File: src/hw/rtl/ohlcv_bar_time_bucket_core_defines.svh
// Assertion macros shared by the bar builder modules.
`ifndef OHLCV_BAR_TIME_BUCKET_CORE_DEFINES_SVH
`define OHLCV_BAR_TIME_BUCKET_CORE_DEFINES_SVH
`ifndef SYNTHESIS
`define OBTB_ASSERT(lbl, prop) \
	lbl: assert property (@(posedge clk) disable iff (!arst_n) (prop)) \
		else $error("obtb assertion failed");
`define OBTB_ASSERT_NEXT(lbl, pre, post) \
	lbl: assert property (@(posedge clk) disable iff (!arst_n) (pre) |=> (post)) \
		else $error("obtb assertion failed");
`else
`define OBTB_ASSERT(lbl, prop)
`define OBTB_ASSERT_NEXT(lbl, pre, post)
`endif
`endif

File: src/hw/rtl/obtb_pkg.sv
// Types and constants of the OHLCV time bucket bar builder.
`timescale 1ns / 1ps
package obtb_pkg;

	localparam logic [31:0] PERIOD_RESET = 32'd60;
	localparam logic [31:0] PERIOD_MIN   = 32'd1;

	// queue between bucket divider and bar update
	localparam int QDEPTH = 2;
	localparam int QPTR_W = 1;
	localparam int QCNT_W = 2;

	typedef struct packed {
		logic [31:0] tick_time;
		logic [31:0] tick_price;
		logic [30:0] tick_volume;
	} tick_t;

	typedef struct packed {
		logic [31:0] bar_start;
		logic [31:0] bar_open;
		logic [31:0] bar_high;
		logic [31:0] bar_low;
		logic [31:0] bar_close;
		logic [47:0] bar_volume;
		logic        new_bar;
		logic [15:0] empty_skipped;
	} bar_t;

	// tick after bucket classification
	typedef struct packed {
		logic [31:0] idx;
		logic [31:0] start;
		logic [31:0] price;
		logic [30:0] volume;
	} cls_t;

endpackage

File: src/hw/rtl/obtb_div.sv
// Front end: accepts ticks and finds bucket index and bucket start by serial division.
`timescale 1ns / 1ps
module obtb_div import obtb_pkg::*; (
	input  logic        clk,
	input  logic        arst_n,
	input  logic [31:0] period,
	input  logic        tick_valid,
	output logic        tick_stall,
	input  tick_t       tick,
	output logic        push,
	output cls_t        push_data,
	input  logic        full
);

	localparam logic [1:0] ST_IDLE = 2'd0;
	localparam logic [1:0] ST_DIV  = 2'd1;
	localparam logic [1:0] ST_PUSH = 2'd2;

	logic [1:0]  state_q;
	logic [4:0]  cnt_q;
	logic [31:0] div_q;
	logic [31:0] rem_q;
	logic [31:0] dq_q;
	logic [31:0] time_q;
	logic [31:0] price_q;
	logic [30:0] vol_q;
	logic [32:0] part;
	logic [32:0] trial;
	logic        ge;

	assign tick_stall = (state_q != ST_IDLE);

	// one quotient bit per cycle, restoring
	assign part  = {rem_q, dq_q[31]};
	assign trial = part - {1'b0, div_q};
	assign ge    = !trial[32];

	assign push = (state_q == ST_PUSH) && !full;
	always_comb begin
		push_data.idx    = dq_q;
		push_data.start  = time_q - rem_q;
		push_data.price  = price_q;
		push_data.volume = vol_q;
	end

	always_ff @(posedge clk or negedge arst_n) begin
		if (!arst_n) begin
			state_q <= ST_IDLE;
			cnt_q   <= '0;
		end else begin
			unique case (state_q)
				ST_IDLE: begin
					if (tick_valid) begin
						state_q <= ST_DIV;
						cnt_q   <= '0;
					end
				end
				ST_DIV: begin
					cnt_q <= cnt_q + 5'd1;
					if (cnt_q == 5'd31) begin
						state_q <= ST_PUSH;
					end
				end
				ST_PUSH: begin
					if (!full) begin
						state_q <= ST_IDLE;
					end
				end
				default: begin
					state_q <= ST_IDLE;
				end
			endcase
		end
	end

	always_ff @(posedge clk) begin
		if (state_q == ST_IDLE && tick_valid) begin
			div_q   <= (period == '0) ? PERIOD_MIN : period;
			rem_q   <= '0;
			dq_q    <= tick.tick_time;
			time_q  <= tick.tick_time;
			price_q <= tick.tick_price;
			vol_q   <= tick.tick_volume;
		end else if (state_q == ST_DIV) begin
			rem_q <= ge ? trial[31:0] : part[31:0];
			dq_q  <= {dq_q[30:0], ge};
		end
	end

endmodule

File: src/hw/rtl/obtb_fifo.sv
// Short queue of classified ticks between divider and bar update.
`timescale 1ns / 1ps
`include "ohlcv_bar_time_bucket_core_defines.svh"
module obtb_fifo import obtb_pkg::*; (
	input  logic clk,
	input  logic arst_n,
	input  logic push,
	input  cls_t push_data,
	output logic full,
	input  logic pop,
	output cls_t pop_data,
	output logic not_empty
);

	cls_t              mem_q [QDEPTH];
	logic [QPTR_W-1:0] wr_ptr_q;
	logic [QPTR_W-1:0] rd_ptr_q;
	logic [QCNT_W-1:0] cnt_q;

	assign full      = (cnt_q == QCNT_W'(QDEPTH));
	assign not_empty = (cnt_q != '0);
	assign pop_data  = mem_q[rd_ptr_q];

	always_ff @(posedge clk or negedge arst_n) begin
		if (!arst_n) begin
			wr_ptr_q <= '0;
			rd_ptr_q <= '0;
			cnt_q    <= '0;
		end else begin
			if (push) begin
				wr_ptr_q <= wr_ptr_q + QPTR_W'(1);
			end
			if (pop) begin
				rd_ptr_q <= rd_ptr_q + QPTR_W'(1);
			end
			if (push && !pop) begin
				cnt_q <= cnt_q + QCNT_W'(1);
			end else if (pop && !push) begin
				cnt_q <= cnt_q - QCNT_W'(1);
			end
		end
	end

	always_ff @(posedge clk) begin
		if (push) begin
			mem_q[wr_ptr_q] <= push_data;
		end
	end

	`OBTB_ASSERT(a_no_push_full, !(push && full))
	`OBTB_ASSERT(a_no_pop_empty, !(pop && !not_empty))
	`OBTB_ASSERT_NEXT(a_cnt_grows, push && !pop, cnt_q == $past(cnt_q) + QCNT_W'(1))

endmodule

File: src/hw/rtl/obtb_bar.sv
// Back end: updates the running bar and holds the result register.
`timescale 1ns / 1ps
`include "ohlcv_bar_time_bucket_core_defines.svh"
module obtb_bar import obtb_pkg::*; #(
	parameter int PRICE_BITS      = 32,
	parameter int VOLUME_ACC_BITS = 48
) (
	input  logic clk,
	input  logic arst_n,
	input  logic q_valid,
	input  cls_t q_data,
	output logic pop,
	output logic bar_valid,
	input  logic bar_stall,
	output bar_t bar
);

	localparam int PW = (PRICE_BITS < 32) ? PRICE_BITS : 32;
	localparam int VA = VOLUME_ACC_BITS;

	logic [31:0]   cur_index_q;
	logic [31:0]   cur_start_q;
	logic [PW-1:0] open_q;
	logic [PW-1:0] high_q;
	logic [PW-1:0] low_q;
	logic [PW-1:0] close_q;
	logic [VA-1:0] vol_q;
	logic          has_bar_q;
	logic          bar_valid_q;
	bar_t          bar_q;

	logic          opens;
	logic [31:0]   gap;
	logic [15:0]   skip;
	logic [PW-1:0] p;
	logic [31:0]   n_start;
	logic [PW-1:0] n_open;
	logic [PW-1:0] n_high;
	logic [PW-1:0] n_low;
	logic [VA:0]   vsum;
	logic [VA-1:0] n_vol;
	logic [PW+31:0] open_x;
	logic [PW+31:0] high_x;
	logic [PW+31:0] low_x;
	logic [PW+31:0] close_x;
	logic [VA+47:0] vol_x;

	assign pop = q_valid && (!bar_valid_q || !bar_stall);

	always_comb begin
		opens   = !has_bar_q || (q_data.idx > cur_index_q);
		gap     = q_data.idx - cur_index_q - 32'd1;
		if (!has_bar_q) begin
			skip = '0;
		end else if (gap[31:16] != '0) begin
			skip = '1;
		end else begin
			skip = gap[15:0];
		end
		p       = q_data.price[PW-1:0];
		vsum    = {1'b0, vol_q} + (VA+1)'(q_data.volume);
		n_start = opens ? q_data.start : cur_start_q;
		n_open  = opens ? p : open_q;
		n_high  = (opens || p > high_q) ? p : high_q;
		n_low   = (opens || p < low_q) ? p : low_q;
		if (opens) begin
			n_vol = VA'(q_data.volume);
		end else if (vsum[VA]) begin
			n_vol = '1;
		end else begin
			n_vol = vsum[VA-1:0];
		end
		open_x  = {32'd0, n_open};
		high_x  = {32'd0, n_high};
		low_x   = {32'd0, n_low};
		close_x = {32'd0, p};
		vol_x   = {48'd0, n_vol};
	end

	always_ff @(posedge clk or negedge arst_n) begin
		if (!arst_n) begin
			has_bar_q   <= 1'b0;
			bar_valid_q <= 1'b0;
		end else begin
			if (pop) begin
				has_bar_q   <= 1'b1;
				bar_valid_q <= 1'b1;
			end else if (!bar_stall) begin
				bar_valid_q <= 1'b0;
			end
		end
	end

	always_ff @(posedge clk) begin
		if (pop) begin
			if (opens) begin
				cur_index_q <= q_data.idx;
			end
			cur_start_q <= n_start;
			open_q      <= n_open;
			high_q      <= n_high;
			low_q       <= n_low;
			close_q     <= p;
			vol_q       <= n_vol;
			bar_q.bar_start     <= n_start;
			bar_q.bar_open      <= open_x[31:0];
			bar_q.bar_high      <= high_x[31:0];
			bar_q.bar_low       <= low_x[31:0];
			bar_q.bar_close     <= close_x[31:0];
			bar_q.bar_volume    <= vol_x[47:0];
			bar_q.new_bar       <= opens;
			bar_q.empty_skipped <= opens ? skip : 16'd0;
		end
	end

	assign bar_valid = bar_valid_q;
	assign bar       = bar_q;

	`OBTB_ASSERT(a_no_pop_held, !(pop && bar_valid_q && bar_stall))
	`OBTB_ASSERT_NEXT(a_pop_loads, pop, bar_valid_q && has_bar_q)
	`OBTB_ASSERT(a_skip_new, !(bar_valid_q && bar_q.empty_skipped != '0 && !bar_q.new_bar))

endmodule

File: src/hw/rtl/ohlcv_bar_time_bucket_core.sv
// Top level of the OHLCV time bucket bar builder.
//
// Ticks (time, price, volume) enter on the tick channel; a transaction takes
// place when tick_valid is high and tick_stall is low. Each tick yields one
// bar transaction on the bar channel (bar_valid / bar_stall): the bar that
// holds the tick after the tick is added, its start time, a new-bar flag and
// a saturating count of empty buckets skipped.
// The front divides the tick time by bucket_period one quotient bit per
// cycle; a tick occupies the front through accept, 32 divide steps and the
// queue write, and no new tick is taken before that write. A two-entry queue
// decouples the divider from the bar update, which finishes one queued tick
// per cycle into the result register unless a held bar is stalled there.
// A stalled bar stays in the result register; the queue fills, then the
// divider holds its result and tick_stall stays high until space frees.
// bucket_period is written through cfg_valid / cfg_ready (always ready);
// the user must write it only while idle, which the block does not enforce.
// A period of zero acts as one. Reset restores a period of 60, drops the
// current bar and empties the queue and result register.
`timescale 1ns / 1ps
module ohlcv_bar_time_bucket_core import obtb_pkg::*; #(
	parameter int PRICE_BITS      = 32,
	parameter int VOLUME_ACC_BITS = 48
) (
	input  logic        clk,
	input  logic        arst_n,
	input  logic        cfg_valid,
	output logic        cfg_ready,
	input  logic [31:0] cfg_data,
	input  logic        tick_valid,
	output logic        tick_stall,
	input  tick_t       tick,
	output logic        bar_valid,
	input  logic        bar_stall,
	output bar_t        bar
);

	logic [31:0] bucket_period_q;
	logic        push;
	cls_t        push_data;
	logic        full;
	logic        pop;
	cls_t        pop_data;
	logic        not_empty;

	// config register, no back pressure
	assign cfg_ready = 1'b1;

	always_ff @(posedge clk or negedge arst_n) begin
		if (!arst_n) begin
			bucket_period_q <= PERIOD_RESET;
		end else if (cfg_valid && cfg_ready) begin
			bucket_period_q <= cfg_data;
		end
	end

	// front: bucket index and start per tick
	obtb_div u_div (
		.clk        (clk),
		.arst_n     (arst_n),
		.period     (bucket_period_q),
		.tick_valid (tick_valid),
		.tick_stall (tick_stall),
		.tick       (tick),
		.push       (push),
		.push_data  (push_data),
		.full       (full)
	);

	obtb_fifo u_fifo (
		.clk       (clk),
		.arst_n    (arst_n),
		.push      (push),
		.push_data (push_data),
		.full      (full),
		.pop       (pop),
		.pop_data  (pop_data),
		.not_empty (not_empty)
	);

	// back: running OHLCV state and result register
	obtb_bar #(
		.PRICE_BITS      (PRICE_BITS),
		.VOLUME_ACC_BITS (VOLUME_ACC_BITS)
	) u_bar (
		.clk       (clk),
		.arst_n    (arst_n),
		.q_valid   (not_empty),
		.q_data    (pop_data),
		.pop       (pop),
		.bar_valid (bar_valid),
		.bar_stall (bar_stall),
		.bar       (bar)
	);

endmodule

File: config.mk
export PLATFORM = sky130hd
export DESIGN_NAME = ohlcv_bar_time_bucket_core
export DESIGN_NICKNAME = d
export VERILOG_FILES = /design/src/hw/rtl/obtb_pkg.sv /design/src/hw/rtl/obtb_div.sv /design/src/hw/rtl/obtb_fifo.sv /design/src/hw/rtl/obtb_bar.sv /design/src/hw/rtl/ohlcv_bar_time_bucket_core.sv
export VERILOG_INCLUDE_DIRS = /design/src /design/src/hw/rtl
export SDC_FILE = /design/constraint.sdc
export NUM_CORES = 1
export LEC_CHECK = 0
export ABC_AREA = 1
export BUFFER_PORTS_ARGS = -buffer_cell sky130_fd_sc_hd__buf_2
export CAP_MARGIN = 20
export CORE_MARGIN = 2
export CORE_UTILIZATION = 52
export CTS_BUF_LIST = sky130_fd_sc_hd__clkbuf_4
export CTS_CLUSTER_SIZE = 8
export DETAILED_ROUTE_END_ITERATION = 16
export PLACE_DENSITY = 0.71
export REMOVE_ABC_BUFFERS = 1
export SETUP_SLACK_MARGIN = 0.3
export SLEW_MARGIN = 20
export SYNTH_ARGS = -nofsm -noshare
export SYNTH_HDL_FRONTEND = slang
export SYNTH_HIERARCHICAL = 1
export SYNTH_SLANG_ARGS = --single-unit
File: constraint.sdc
create_clock -name clk -period 9.3 [get_ports clk]
set_input_delay 0.465 -clock clk [delete_from_list [all_inputs] [get_ports clk]]
set_output_delay 0.465 -clock clk [all_outputs]
set_load 0.005 [all_outputs]
==> results_dict.tcl, run 1 <==
set metrics [dict create \
    grt_overflow 0 \
    synth_cells 3865 \
    rsz0062_at_grt "false" \
    dr.pass1.iters 5 \
    cts.sinks 747 \
    fp.dieW_um 275.5 \
    cts_made_buffers 192 \
    clk_pin_slew_ns 0.07 \
    worstMarginPinSlew_ns 1.046 \
    dp_cells 5108 \
    vias_per_cell 5.128 \
    drive_above_1_share_pct 19.25 \
    final-hold-violation-count 0 \
    cts-root-buf "clkbuf_4" \
    synth_area_mm2 0.03834 \
    clock-skew-final_ns 0.1015 \
    power.total_uw 15630 \
    synth_warnings 6 \
    area_growth_pct 17.23 \
    drc 0 \
    yosys.area_share.simple_pct 18.86 \
    htreeDepth 4 \
    synth_top_family_by_area "simple AND/OR/NAND/NOR gates" \
    reg2reg_from "u_fifo/rd_ptr_q" \
    start_util_pct 52.54 \
    ios 360 \
    cts_tree "built" \
    die_area_mm2 0.07591 \
    start_kind "register" \
    yosysTopAreaCell "edfxtp_1" \
    finalCritPeriodShare_pct 60.17 \
    cp.required_ns 9.91 \
    yosys-top-cells-count "nand2_1 (1150), edfxtp_1 (670), inv_1 (579), nor2_1 (205), ha_1 (193)" \
    ctsLongestPathBuffers 3 \
    dpl.hpwl_um 71430 \
    routedWlPerCell_um 17.72 \
    setup_viol 0 \
    wl_um 99630 \
    ir_worst_vdd_uv 242.7 \
    synth_most_common_cell "nand2_1" \
    clkLatencyLatePin_ns 1.08 \
    die_h_um 275.5 \
    synth_compound_area_share_pct 4.364 \
    path_max_fanout 60 \
    max_cap_violations 0 \
    synthMuxAreaShare_pct 3.731 \
    grt_max_degree 105 \
    final_nets 4833 \
    reg2reg_slack_ns 3.70 \
    fin_crit_ns 5.596 \
    ys_seq_area_share_pct 57.10 \
    vias 28827 \
    maxSlewViolCount 0 \
    final_cells 5621 \
    critPathKind "register to register" \
    fp-row-count 99 \
    outcome "finished clean" \
    critPathCaptureType "register" \
    drtAntennaViolNets 0 \
    ys_ff_latch 747 \
    synth-xor-area-share_pct 1.965 \
    core_area_mm2 0.07296 \
    arrival_ns 6.21 \
    drt_iter0_markers 2491 \
    synthDistinctLibCells 58 \
    synth_top_area_share_pct 52.48 \
    grt_pass1_vias 28075 \
    io_buffers 358 \
    synth_edf_count 670 \
    tns_ns 0 \
    yosys_most_used_dff "edfxtp_1" \
    cts_setup_buffers 0 \
    synthTopCellsByArea "edfxtp_1 (52%), nand2_1 (11%), ha_1 (6.3%)" \
    crit_start "u_fifo/rd_ptr_q" \
    slew_headroom_pct 29.53 \
    grt_pass1_wl_um 152000 \
    syn_area_per_cell_um2 9.919 \
    reg2reg_depth 14 \
    synth-adder-area-share_pct 6.508 \
    p_leak_uw 0.02049 \
    hold_path_class "input port to asynchronous set/reset pin" \
    async_flop_share_pct 6.024 \
    antenna_found_initial 7 \
    grt_usage_pct 26.15 \
    fmax_ghz 0.1787 \
    r2r-end "u_bar/bar[217]" \
    p_per_area_mw_per_mm2 347.8 \
    fill_cells 6190 \
    place_congestion 0.9302 \
]
[where the power goes]
part	switching (uW)	leakage, uW	internal (uW)
combinational	4760	0.0120	2500
clock	1410	0.00144	1370
sequential	563	0.00705	5030
[critical path: stages (launching register included)]
cell     delay [ns]
dfrtp_4        0.76
mux2_2         0.42
ha_1           0.38
nand2_1        0.14
nor2_1         0.25
nand2_1        0.15
nor2_1         0.21
nand2_1        0.08
nand3_1        0.16
a21oi_4        0.09
buf_4          0.29
inv_2          0.58
nand2_1        0.27
inv_4          0.52
buf_4          0.76
[sequential cells by signal, summed over array words and instances (netlist names)]
register           cells
u_bar/cur_index_q     32
u_div/rem_q           32
u_fifo/rd_ptr_q        1
u_fifo/mem_q         254
u_div/cnt_q            5
u_div/div_q           32
u_div/price_q         32
u_div/time_q          32
bucket_period_q       32
u_bar/has_bar_q        1
u_div/vol_q           31
u_bar/bar            225
u_fifo/cnt_q           2
u_bar/bar_valid        1
u_fifo/wr_ptr_q        1
u_div/dq_q            32
u_div/state_q          2
[cells in the final DEF, fill, tap and decap left out, types with 40 or more instances in the layout]
cell / count
o21ai_0: 96
nor2_1: 203
ha_1: 193
inv_1: 576
clkinv_1: 51
a21oi_1: 158
edfxtp_1: 670
dlygate4sd3_1: 161
buf_2: 358
nand4_1: 40
xor2_1: 58
clkbuf_4: 263
dfrtp_1: 40
nand3_1: 184
mux2_2: 127
nand2_1: 1150
[worst max-delay path by stage]
stage                          end  slack, ns  cells past startpoint
finish              u_bar/bar[217]       3.70                     14
global route        u_bar/bar[205]       3.33                     14
CTS                 u_bar/bar[215]       3.74                     14
detailed placement  u_bar/bar[217]       3.79                     14
global placement    u_bar/bar[217]       3.78                     14
floorplan           u_bar/bar[161]       1.62                     13
[through the flow]
step	worst slack, ns	utilization, %	hold slack, ns	cell area, um^2
final	3.704	61.60	0.08540	44940
after floorplan	1.616	-	0.1694	37710
after detailed placement	3.792	56.00	0.4290	40860
after global placement	3.778	56.00	0.4216	40860
after CTS	3.741	61.55	0.007844	44910
after global routing	3.327	61.58	0.02746	44920
[cell type report]
| cell class | count | area, um^2 | area share [%] |
|---|---|---|---|
| Antenna cell | 12 | 30.03 | 0.06682 |
| Clock buffer | 263 | 1974 | 4.393 |
| Clock inverter | 77 | 465.4 | 1.036 |
| Inverter | 593 | 2251 | 5.009 |
| Multi-Input combinational cell | 2435 | 13600 | 30.26 |
| Sequential cell | 747 | 21890 | 48.72 |
| Tap cell | 959 | 1200 | 2.670 |
| Timing Repair Buffer | 535 | 3523 | 7.840 |
[repair_timing]
action,4_1_cts,5_1_grt
gates resized for setup,0,0
hold buffers,161,0
endpoints found under the hold margin,206,0
[cell families (layout without fill, tap and decap cells)]
| family | count (synthesis) | after routing |
|---|---|---|
| AOI/OAI and AO/OA | 307 | 307 |
| and+or+nand+nor | 1717 | 1717 |
| DFF | 747 | 747 |
| adders and majority gates | 197 | 197 |
| other | 1 | 13 |
| xor gates and xnor gates | 86 | 86 |
| muxes | 127 | 127 |
| buffers and inverters | 683 | 1468 |
[layer usage]
layer  vias to the layer above  wire (um)  global-route usage (%)
met5                         -         42                       0
met4                         6       3138                   10.17
met3                       179       7060                   5.107
met2                      1050      47000                   43.29
met1                     13392      42390                   34.00
li1                      14200          -                       -
Power figures use the tool's default switching activity.
==> run 2: changes to the inputs <==
==> constraint.sdc (replaced) <==
create_clock -name clk -period 5.3 [get_ports clk]
set_input_delay 0.265 -clock clk [delete_from_list [all_inputs] [get_ports clk]]
set_output_delay 0.265 -clock clk [all_outputs]
set_load 0.005 [all_outputs]
==> results_dict.tcl, run 2 (synthesis results as in run 1) <==
set metrics [dict create \
    rsz0062_at_grt "false" \
    fin_crit_ns 4.016 \
    htreeDepth 4 \
    critPathKind "register to register" \
    drtAntennaViolNets 0 \
    final_core_util_pct 63.84 \
    mostFrequentLayoutCells "nand2_1 (1150), edfxtp_1 (670), inv_1 (576), buf_2 (358), dlygate4sd3_1 (319)" \
    grt_pass1_wl_um 155800 \
    critPathCaptureType "register" \
    hold_path_class "input port to register" \
    cts.sinks 747 \
    area_growth_pct 21.50 \
    ios 360 \
    ir_worst_vdd_uv 339.9 \
    cts_tree "built" \
    start_util_pct 52.54 \
    grt_usage_pct 26.78 \
    grt_max_degree 98 \
    die_h_um 275.5 \
    p_per_area_mw_per_mm2 592.5 \
    drt_iter0_markers 2463 \
    place_congestion 0.9382 \
    largest_reg_flops 254 \
    outcome "finished clean" \
    io_buffers 358 \
    dr.pass1.iters 5 \
    final-hold-violation-count 0 \
    fin_area_mm2 0.04658 \
    die_area_mm2 0.07591 \
    finalCritPeriodShare_pct 75.78 \
    fmax_ghz 0.2490 \
    clock-skew-final_ns 0.07867 \
    arrival_ns 4.70 \
    reg2reg_from "u_fifo/rd_ptr_q" \
    mostFrequentLayoutCell "nand2_1" \
    fp.dieW_um 275.5 \
    cp.required_ns 5.99 \
    grt_overflow 0 \
    use_met3_pct 5.394 \
    dpl.hpwl_um 71210 \
    cts_setup_buffers 0 \
    drc 0 \
    antenna_found_initial 6 \
    drive_above_1_share_pct 18.78 \
    hp-start "tick_valid" \
    reg2reg_depth 16 \
    setup_viol 0 \
    top_register "u_fifo/mem_q" \
    slew_headroom_pct 29.11 \
    grt.busiest_layer "met2" \
    power.total_uw 27600 \
    r2r-end "u_bar/bar[221]" \
    clkLatencyLatePin_ns 1.06 \
    worstHoldEndpoint "u_div/state_q[0]" \
    reg2reg_slack_ns 1.28 \
    start_kind "register" \
    path_max_fanout 45 \
    clk_pin_slew_ns 0.07 \
    p_leak_uw 0.02120 \
    grtUsageMet1_pct 34.59 \
    vias 29663 \
    final_nets 4995 \
    grt_pass1_vias 28903 \
    ctsLongestPathBuffers 3 \
    vias_per_cell 5.140 \
    fp-row-count 99 \
    hold_depth 3 \
    cts_made_buffers 191 \
    cts-root-buf "clkbuf_4" \
    maxSlewViolCount 0 \
    wl_um 101900 \
    placedInstanceArea_mm2 0.04094 \
    routedWlPerCell_um 17.65 \
    worstMarginPinSlew_ns 1.063 \
    grtUsageMet2_pct 45.09 \
    max_cap_violations 0 \
    core_area_mm2 0.07296 \
]
run 2: cell count changes in the layout (fill, tap and decap cells not counted):
| cell | previous run | this run |
|---|---|---|
| dlygate4sd3_1 | 161 | 319 |
| clkinv_1 | 51 | 39 |
| buf_12 | 0 | 4 |
| clkbuf_4 | 263 | 266 |
| diode_2 | 12 | 9 |
| clkinv_4 | 0 | 2 |
| inv_8 | 5 | 3 |
| buf_4 | 16 | 17 |
| bufinv_16 | 1 | 2 |
| clkinv_8 | 4 | 3 |
| inv_6 | 6 | 5 |
run 2: power breakdown:
part	internal (uW)	switching [uW]
combinational	4540	8360
sequential	8820	976
clock	2460	2440
run 2: timing repair:
action                    4_1_cts  5_1_grt
hold endpoints to repair      206        0
hold buffers                  319        0
resized for setup               0        0
run 2: cell type report:
class                      instances  area, um^2
clock inverter                    64       422.9
timing repair buffer             698        5192
fill                            5972       26380
sequential                       747       21890
multi-input combinational       2435       13600
tap                              959        1200
inverter                         593        2248
antenna                            9       22.52
clock buffer                     266        1997
run 2: how the worst max path moves through the flow:
stage                         start             end  slack [ns]  depth (start not counted)
finish              u_fifo/rd_ptr_q  u_bar/bar[221]        1.28                         16
global route        u_fifo/rd_ptr_q  u_bar/bar[221]        1.02                         16
CTS                 u_fifo/rd_ptr_q  u_bar/bar[205]        1.24                         18
detailed placement  u_fifo/rd_ptr_q  u_bar/bar[163]        1.21                         18
global placement    u_fifo/rd_ptr_q  u_bar/bar[174]        1.24                         18
floorplan           u_fifo/rd_ptr_q  u_bar/bar[161]       -2.38                         13
run 2: metal layers:
metal  up-vias  routed length, um
met5         -                 37
met4         6               2629
met3       159               6987
met2      1049              48850
met1     13942              43350
li1      14507                  -
run 2: critical path, stage by stage, from the launching register on:
cell and delay [ns]:
dfrtp_4 0.71, buf_12 0.34, mux2_2 0.39, ha_1 0.39, nand2_1 0.11, o21ai_0 0.20, nand2_1 0.08, nand2_1 0.07
nand2_1 0.05, nand2_1 0.05, nand2_1 0.05, nand3_1 0.13, a21oi_4 0.09, inv_2 0.09, nand2_1 0.12, inv_4 0.47
buf_12 0.28
run 2: through the flow:
stage               worst slack (ns)  TNS [ns]  instances  hold WS, ns
floorplan                     -2.384   -630.74       3775     -0.03059
global placement               1.237         0       5113       0.4147
detailed placement             1.214         0       5113       0.4157
CTS                            1.239         0       5762    0.0002098
global route                   1.017         0       5770      0.01570
finish                         1.284         0       5771      0.09511
==> run 3: changes to the inputs <==
--- a/config.mk
+++ b/config.mk
@@ -6,7 +6,7 @@
 export SDC_FILE = /design/constraint.sdc
 export NUM_CORES = 1
 export LEC_CHECK = 0
-export ABC_AREA = 1
+export ABC_AREA = 0
 export BUFFER_PORTS_ARGS = -buffer_cell sky130_fd_sc_hd__buf_2
 export CAP_MARGIN = 20
 export CORE_MARGIN = 2
@@ -14,7 +14,7 @@
 export CTS_BUF_LIST = sky130_fd_sc_hd__clkbuf_4
 export CTS_CLUSTER_SIZE = 8
 export DETAILED_ROUTE_END_ITERATION = 16
-export PLACE_DENSITY = 0.71
+export PLACE_DENSITY = 0.74
 export REMOVE_ABC_BUFFERS = 1
 export SETUP_SLACK_MARGIN = 0.3
 export SLEW_MARGIN = 20
==> constraint.sdc (replaced) <==
create_clock -name clk -period 3.5 [get_ports clk]
set_input_delay 0.175 -clock clk [delete_from_list [all_inputs] [get_ports clk]]
set_output_delay 0.175 -clock clk [all_outputs]
set_load 0.005 [all_outputs]
==> results_dict.tcl, run 3 <==
set metrics [dict create \
    outcome "complete, but fails checks" \
    violations "setup timing" \
    ys_seq_area_share_pct 61.74 \
    start_util_pct 52.61 \
    finalCritPeriodShare_pct 117.1 \
    hold_path_class "input port to register" \
    yosysTopAreaCell "edfxtp_1" \
    slew_headroom_pct 28.30 \
    ios 360 \
    synthDistinctLibCells 101 \
    top_layer_used "met5" \
    synth_cells 2641 \
    dr.pass1.iters 6 \
    cts-root-buf "clkbuf_4" \
    p_per_area_mw_per_mm2 928.2 \
    mostFrequentLayoutCells "edfxtp_1 (670), buf_2 (358), buf_4 (307), dlygate4sd3_1 (292), clkbuf_4 (280)" \
    grt_usage_pct 26.72 \
    clk_pin_slew_ns 0.08 \
    cts_tree "built" \
    max_cap_violations 0 \
    worstPathCellList "buf_6, buf_12, mux2_4, ha_4, and2b_1, o2111ai_2, and3_4, or4_4, a21oi_4, o211ai_1, a21o_1, or3_4, buf_6, buf_6, a311oi_2" \
    cts_made_buffers 190 \
    ys_ff_latch 747 \
    synth_area_mm2 0.03546 \
    yosys-top-cells-count "edfxtp_1 (670), inv_1 (198), ha_1 (193), nand2_1 (185), a21oi_1 (154)" \
    drtAntennaViolNets 0 \
    antenna_found_initial 4 \
    ctsLongestPathBuffers 3 \
    mostFrequentLayoutCell "edfxtp_1" \
    reg2reg_depth 15 \
    cts.sinks 747 \
    power.total_uw 44230 \
    path_max_fanout 8 \
    dp_cells 4084 \
    yosys_most_used_dff "edfxtp_1" \
    place_congestion 0.9370 \
    grt_overflow 0 \
    grt_pass1_wl_um 146600 \
    drc 0 \
    io_buffers 358 \
    async_flop_share_pct 6.024 \
    synth_top_area_share_pct 56.75 \
    routedWlPerCell_um 20.56 \
    critPathMaxStageDelay_ns 0.56 \
    reg2reg_from "u_fifo/rd_ptr_q" \
    vias_per_cell 5.535 \
    ir_worst_vdd_uv 547.9 \
    hp-start "tick[86]" \
    worstHoldEndpoint "u_div/dq_q[23]" \
    top_register "u_fifo/mem_q" \
    vias 26496 \
    synth_warnings 6 \
    r2r-end "u_bar/bar[62]" \
    hold_depth 4 \
    met3WireLength_um 6346 \
    synth_edf_count 670 \
    wl_um 98420 \
    maxSlewViolCount 0 \
    p_leak_uw 0.01980 \
    fmax_ghz 0.2440 \
    fp-row-count 95 \
    final-hold-violation-count 0 \
    m1WireLength_um 38820 \
    setup_viol 225 \
    fin_crit_ns 4.098 \
    core_area_mm2 0.06740 \
    cpMostUsedCell "buf_6" \
    grt_pass1_vias 27049 \
    reg2reg_slack_ns -0.60 \
    crit_slowest_cell "dfrtp_4" \
    syn_area_per_cell_um2 13.42 \
    cp.required_ns 4.32 \
    die_area_mm2 0.07029 \
    fin_area_mm2 0.04765 \
    die_h_um 265.1 \
    drt_iter0_markers 2244 \
    fp.dieW_um 265.1 \
    arrival_ns 4.92 \
    rsz0062_at_grt "true" \
    start_kind "register" \
    synthTopCellsByArea "edfxtp_1 (57%), ha_1 (6.8%), mux2_2 (4.1%)" \
    wl_met2_um 50480 \
    area_growth_pct 34.41 \
    critPathCaptureType "register" \
    grt_max_degree 164 \
    largest_reg_flops 254 \
    drive_above_1_share_pct 35.23 \
    htreeDepth 4 \
    clock-skew-final_ns 0.09306 \
    fin_ws_ns -0.5981 \
    worstMarginPinSlew_ns 1.076 \
    final_cells 4787 \
    clkLatencyLatePin_ns 1.07 \
    critPathKind "register to register" \
    placedInstanceArea_mm2 0.04035 \
    synth_most_common_cell "edfxtp_1" \
    dpl.hpwl_um 62820 \
    final_nets 4082 \
]
[run 3: cell types whose count changed after synthesis, moves of 34 or more]
cell     before  now
a21o_1       11   81
nand3_1     184   31
xnor2_1      28   62
nor2_1      205  102
nand2_1    1150  185
nand2_2      35    0
inv_1       579  198
[run 3: final cells by class]
| class | instances | area (um^2) |
|---|---|---|
| flip-flops and latches | 747 | 21890 |
| fillers | 4491 | 19740 |
| multi-input cells | 1595 | 13190 |
| repair buffers | 1020 | 8168 |
| clock buffers | 280 | 2102 |
| well taps | 873 | 1092 |
| inverters | 199 | 759.5 |
| clock inverters | 68 | 439.2 |
| diodes | 5 | 12.51 |
[run 3: metal layers]
metal	GRT usage, %	vias up
met4	9.116	2
li1	-	12241
met3	4.823	210
met2	48.01	1081
met5	0	-
met1	32.37	12962
[run 3: worst max-delay path, delay by kind of cell (launching register included)]
family                   cells  cell delay (ns)
AND/OR/NAND/NOR              4             1.22
AO/OA/AOI/OAI                5             0.94
buffers and inverters        4             0.58
flip-flops                   1             0.56
multiplexers                 1             0.32
adder cells (fa/ha/maj)      1             0.26
[run 3: how the worst max path moves through the flow]
| stage | from | endpoint | slack (ns) | depth (start not counted) |
|---|---|---|---|---|
| after floorplan | u_fifo/rd_ptr_q | u_bar/bar[161] | -6.61 | 9 |
| after global placement | u_fifo/rd_ptr_q | u_bar/bar[14] | -0.71 | 15 |
| after detailed placement | u_fifo/rd_ptr_q | u_bar/bar[14] | -0.75 | 15 |
| after CTS | u_fifo/rd_ptr_q | u_bar/bar[10] | -0.49 | 15 |
| after global routing | u_fifo/rd_ptr_q | u_bar/bar[62] | -0.69 | 17 |
| final | u_fifo/rd_ptr_q | u_bar/bar[62] | -0.60 | 15 |
[run 3: logic make-up after synthesis]
kind of cell / Yosys count / share of synthesized area [%]
AND/OR/NAND/NOR: 538 / 7.640
flip-flops: 747 / 61.74
multiplexers: 191 / 6.310
other: 1 / 0.01058
buffers and inverters: 302 / 4.048
AO/OA/AOI/OAI: 551 / 10.35
XOR/XNOR: 114 / 2.858
adder cells (fa/ha/maj): 197 / 7.037
[run 3: through the flow]
stage	utilization [%]	hold WS, ns	TNS (ns)	setup slack, ns
floorplan	-	-0.1206	-1999.79	-6.614
global placement	59.87	0.3514	-127.37	-0.7101
detailed placement	59.87	0.3531	-136.75	-0.7497
CTS	69.21	0.001398	-62.33	-0.4923
global route	70.70	0.07252	-99.71	-0.6905
finish	70.71	0.1071	-72.57	-0.5981
[run 3: power breakdown]
part	total, uW	internal, uW	switching [uW]
Clock	7690	3950	3740
Combinational	22200	10500	11600
Sequential	14400	13100	1300
Total	44200	27600	16700
[run 3: what timing repair did]
item	4_1_cts	5_1_grt
hold buffers	293	0
endpoints found under the hold margin	219	0
buffers inserted	16	27
resized for setup	96	117
cloned	5	9
pin swaps	58	56
setup endpoints to repair	266	274
